### src/rtl/icdf_pkg.sv
`default_nettype none

package icdf_pkg;

  localparam int TABLE_DEPTH = 1024;
  localparam int ADDR_W      = $clog2(TABLE_DEPTH);

  localparam int POS_W  = 10;
  localparam int CDF_W  = 17;
  localparam int VAL_W  = 32;
  localparam int CNT_W  = 11;
  localparam int ST_W   = 2;
  localparam int PROD_W = VAL_W + CDF_W;

  localparam int QUEUE_DEPTH = 2;

  localparam int PADDR_W   = 3;
  localparam int REG_IDX_W = 1;

  localparam logic OP_WRITE  = 1'b0;
  localparam logic OP_LOOKUP = 1'b1;

  localparam logic [ST_W-1:0] ST_NORMAL = 2'd0;
  localparam logic [ST_W-1:0] ST_FLAT   = 2'd1;
  localparam logic [ST_W-1:0] ST_SAT    = 2'd2;

  localparam logic [REG_IDX_W-1:0] REG_ENTRIES = 1'b0;
  localparam logic [REG_IDX_W-1:0] REG_INTERP  = 1'b1;

  typedef struct packed {
    logic             opcode;
    logic [POS_W-1:0] entry_index;
    logic [CDF_W-1:0] entry_cdf;
    logic [VAL_W-1:0] entry_value;
    logic [CDF_W-1:0] probe_cdf;
  } in_item_t;

  typedef struct packed {
    logic [VAL_W-1:0] sampled_value;
    logic [POS_W-1:0] lower_position;
    logic [ST_W-1:0]  status;
  } result_t;

  typedef struct packed {
    logic [CNT_W-1:0] entries_in_use;
    logic             interpolate_enable;
  } cfg_t;

  typedef enum logic [1:0] {
    KIND_WRITE  = 2'b01,
    KIND_LOOKUP = 2'b10
  } kind_t;

  typedef struct packed {
    kind_t             kind;
    logic [ADDR_W-1:0] addr;
    logic [CDF_W-1:0]  cdf;
    logic [VAL_W-1:0]  value;
    logic [CDF_W-1:0]  probe;
  } q_item_t;

  typedef struct packed {
    logic [CDF_W-1:0] cdf;
    logic [VAL_W-1:0] value;
  } entry_t;

endpackage

`default_nettype wire

### src/rtl/icdf_front.sv
`default_nettype none

module icdf_front (
  input  logic              clk,
  input  logic              rst,
  input  logic              push,
  output logic              full,
  input  icdf_pkg::in_item_t item,
  output logic              q_valid,
  output icdf_pkg::q_item_t q_item,
  input  logic              q_take
);

  import icdf_pkg::*;

  localparam int QP_W = (QUEUE_DEPTH > 1) ? $clog2(QUEUE_DEPTH) : 1;
  localparam int QC_W = $clog2(QUEUE_DEPTH + 1);

  q_item_t          slots [QUEUE_DEPTH];
  logic [QP_W-1:0]  wptr;
  logic [QP_W-1:0]  rptr;
  logic [QC_W-1:0]  count;

  q_item_t          cls;
  logic             keep;
  logic             enq;

  always_comb begin
    cls.kind  = (item.opcode == OP_LOOKUP) ? KIND_LOOKUP : KIND_WRITE;
    cls.addr  = ADDR_W'(item.entry_index);
    cls.cdf   = item.entry_cdf;
    cls.value = item.entry_value;
    cls.probe = item.probe_cdf;
    // drop writes that fall outside the table
    keep = (item.opcode == OP_LOOKUP) || (32'(item.entry_index) < 32'(TABLE_DEPTH));
  end

  assign full    = (count == QC_W'(QUEUE_DEPTH));
  assign q_valid = (count != '0);
  assign q_item  = slots[rptr];
  assign enq     = push && !full && keep;

  always_ff @(posedge clk) begin
    if (rst) begin
      wptr  <= '0;
      rptr  <= '0;
      count <= '0;
    end else begin
      if (enq) begin
        wptr <= (wptr == QP_W'(QUEUE_DEPTH - 1)) ? '0 : wptr + QP_W'(1);
      end
      if (q_take) begin
        rptr <= (rptr == QP_W'(QUEUE_DEPTH - 1)) ? '0 : rptr + QP_W'(1);
      end
      if (enq && !q_take) begin
        count <= count + QC_W'(1);
      end else if (!enq && q_take) begin
        count <= count - QC_W'(1);
      end
    end
  end

  always_ff @(posedge clk) begin
    if (enq) begin
      slots[wptr] <= cls;
    end
  end

endmodule

`default_nettype wire

### config.mk
export PLATFORM = sky130hd
export DESIGN_NAME = icdf_front
export DESIGN_NICKNAME = d
export VERILOG_FILES = /design/src/rtl/icdf_pkg.sv /design/src/rtl/icdf_front.sv
export SDC_FILE = /design/constraint.sdc
export NUM_CORES = 1
export LEC_CHECK = 0
export BUFFER_PORTS_ARGS = -buffer_cell sky130_fd_sc_hd__buf_2
export CAP_MARGIN = 40
export CORE_ASPECT_RATIO = 1.1
export CORE_UTILIZATION = 47
export DETAILED_ROUTE_END_ITERATION = 10
export PLACE_DENSITY = 0.76
export SYNTH_ARGS = -nofsm -noshare
export SYNTH_HDL_FRONTEND = slang
export SYNTH_SLANG_ARGS = --single-unit
### constraint.sdc
create_clock -name clk -period 2.95 [get_ports clk]
set_clock_uncertainty 0.05 [all_clocks]
set_input_delay 0.59 -clock clk [delete_from_list [all_inputs] [get_ports clk]]
set_output_delay 0.59 -clock clk [all_outputs]
set_load 0.01 [all_outputs]
==> flow_summary.json <==
{
  "status": "completed",
  "drc": 0,
  "antenna_cells": 0,
  "critical_path_required_ps": 2310,
  "row_count": 42,
  "max_slew_margin": 0.671,
  "cts_root_buf": "clkbuf_16",
  "globalRouteOverflowTotal": 0,
  "critPathMaxStageDelay_ps": 560,
  "vias": 2974,
  "die_h_um": 120,
  "io_pins": 161,
  "place_hpwl_mm": 6.76,
  "drt-pass1-iter-count": 4,
  "htree_levels": 4,
  "holdBufCountCts": 0,
  "synthCells": 269,
  "finalCriticalPeriod_ps": 2540,
  "place_congestion": 0.684,
  "cp.depth": 3,
  "ys_ff_latch": 161,
  "end_kind": "output pin",
  "drt-initial-drc-count": 135,
  "p_switching_mw": 1.27,
  "crit_family": "flip-flops",
  "cp_num_buf_inv": 2,
  "wl_per_cell_um": 16.5,
  "die-area_um2": 13100,
  "peakVddDrop_mv": 0.382,
  "hold_path_depth": 1,
  "clkTransAtPathRegs_ps": 60,
  "cp_cell_sequence": "buf_4 > mux2_2 > buf_2",
  "final_cell_mix": "buf_2, edfxtp_1, mux2_2, mux2_4, clkbuf_16",
  "grt_usage": 0.162,
  "setup-violations-final": 0,
  "p_total_mw": 5.48,
  "cts_buffers": 17,
  "syn-num-nets": 351,
  "fin_tns_setup_ps": 0,
  "wl_mm": 10.1,
  "power_frac_comb": 0.138,
  "p_clk_frac": 0.343,
  "area_growth_pct": 25.8,
  "cap_violations": 0,
  "rsz0062_at_grt": "false",
  "nets": 526,
  "hold_class": "input port to register",
  "start_kind": "register",
  "layout_commonest_cell": "buf_2",
  "die_w_um": 109,
  "drive_above_1_share": 0.595,
  "grt_pass1_vias": 3176,
  "ys.warnings.count": 0,
  "p_per_area_nw_per_um2": 735,
  "p_seq_frac": 0.519,
  "synth_area_um2": 5930,
  "hold_violations": 0,
  "synth_cell_types": 17,
  "fmax_ghz": 0.394,
  "crit_arrival_ps": 1900,
  "cts_tree": "done",
  "cts-resized-gates": 0,
  "clock_latency_ps": 400,
  "post-route-period-util": 0.860,
  "yosysSeqAreaShare": 0.807,
  "routed_via_density": 4.87,
  "leakage_nw": 2.83,
  "antenna_found_initial": 0,
  "grt_pass1_wl_mm": 15.3,
  "clockBufferDepth": 2,
  "clock-sinks": 161,
  "slowest_stage": "dfxtp_4",
  "core-area_um2": 12100,
  "crit_type": "register to output pin",
  "p_sw_frac": 0.232,
  "finalMaxSlewViolations": 0,
  "grt_start_max_net_pins": 60,
  "worst_pin_slew_ps": 492,
  "ant_nets": 0,
  "io_buffers": 160,
  "n_fill_cell": 896,
  "internal-power_mw": 4.21,
  "crit_fanout": 23,
  "rr_worst_depth": 4,
  "initial_utilization": 0.488,
  "syn_area_per_cell_um2": 22.0,
  "post-cts-setup-buffers": 0
}
-- power groups by stage --
stage	clock network, mW	logic (mW)	registers, mW
after floorplan	0	0.468	2.86
after global placement	0	0.758	2.88
after detailed placement	0	0.776	2.89
after CTS	1.92	0.780	2.84
after global routing	2.02	0.826	2.86
final	1.88	0.759	2.84
-- layout make-up --
type	count	area (µm²)	area share
clock buffer	22	444	0.0596
tap	154	193	0.0258
inverter	4	18.8	0.00252
multi-input combinational	95	1060	0.142
sequential	161	4790	0.642
clock inverter	10	63.8	0.00856
timing repair buffer	165	888	0.119
-- synthesized netlist by cell type --
library cell | number | area (µm²)
a21oi_1 | 2 | 10.0
and2_1 | 1 | 6.26
buf_2 | 5 | 25.0
buf_6 | 4 | 45.0
dfxtp_1 | 5 | 100
edfxtp_1 | 156 | 4680
ha_1 | 1 | 12.5
inv_1 | 4 | 15.0
mux2_2 | 58 | 653
mux2_4 | 20 | 300
nor2_1 | 4 | 15.0
nor2b_1 | 1 | 6.26
o21ai_0 | 2 | 10.0
or2_2 | 1 | 6.26
or3_1 | 2 | 12.5
xnor2_1 | 1 | 8.76
xor2_1 | 2 | 17.5
-- final timing paths --
check                               from           end  slack [ps]
worst max-delay path            register     q_item[2]         410
worst min-delay path            item[10]  slots[1][10]         320
worst max register to register  count[1]   slots[0][3]         980
worst min register to register      wptr          wptr         450
-- logic make-up after synthesis --
logic type / after synthesis / synth area share
DFF: 161 / 0.807
muxes: 78 / 0.161
buffers and inverters: 13 / 0.0144
and+or+nand+nor: 9 / 0.00781
AOI/OAI and AO/OA: 4 / 0.00338
xor gates and xnor gates: 3 / 0.00443
adders and majority gates: 1 / 0.00211
-- state kept, by name, summed over array words and instances (netlist names), named ones only --
register / flops
count: 2
rptr: 1
slots: 156
wptr: 1
-- per-stage QoR --
step	hold slack [ps]	util	area, µm²	std cells	worst slack [ps]
floorplan	402	-	5930	269	546
global placement	422	0.572	6950	579	749
detailed placement	450	0.572	6950	579	712
CTS	297	0.614	7460	611	373
global route	296	0.614	7460	611	319
finish	317	0.614	7460	611	414
-- metal layers --
metal / vias up / share of wire / track usage
li1: 1409 / - / -
met1: 1437 / 0.40 / 0.178
met2: 111 / 0.52 / 0.278
met3: 17 / 0.070 / 0.0608
met4: 0 / 0.014 / 0.0693
met5: - / 0 / 0
-- worst reg2reg max path, delay by kind of cell, from the launching register on --
| family | cells | cell delay (ps) |
|---|---|---|
| flops | 1 | 370 |
| simple gates | 2 | 450 |
| buf+inv | 2 | 800 |
Power figures use the tool's default switching activity.
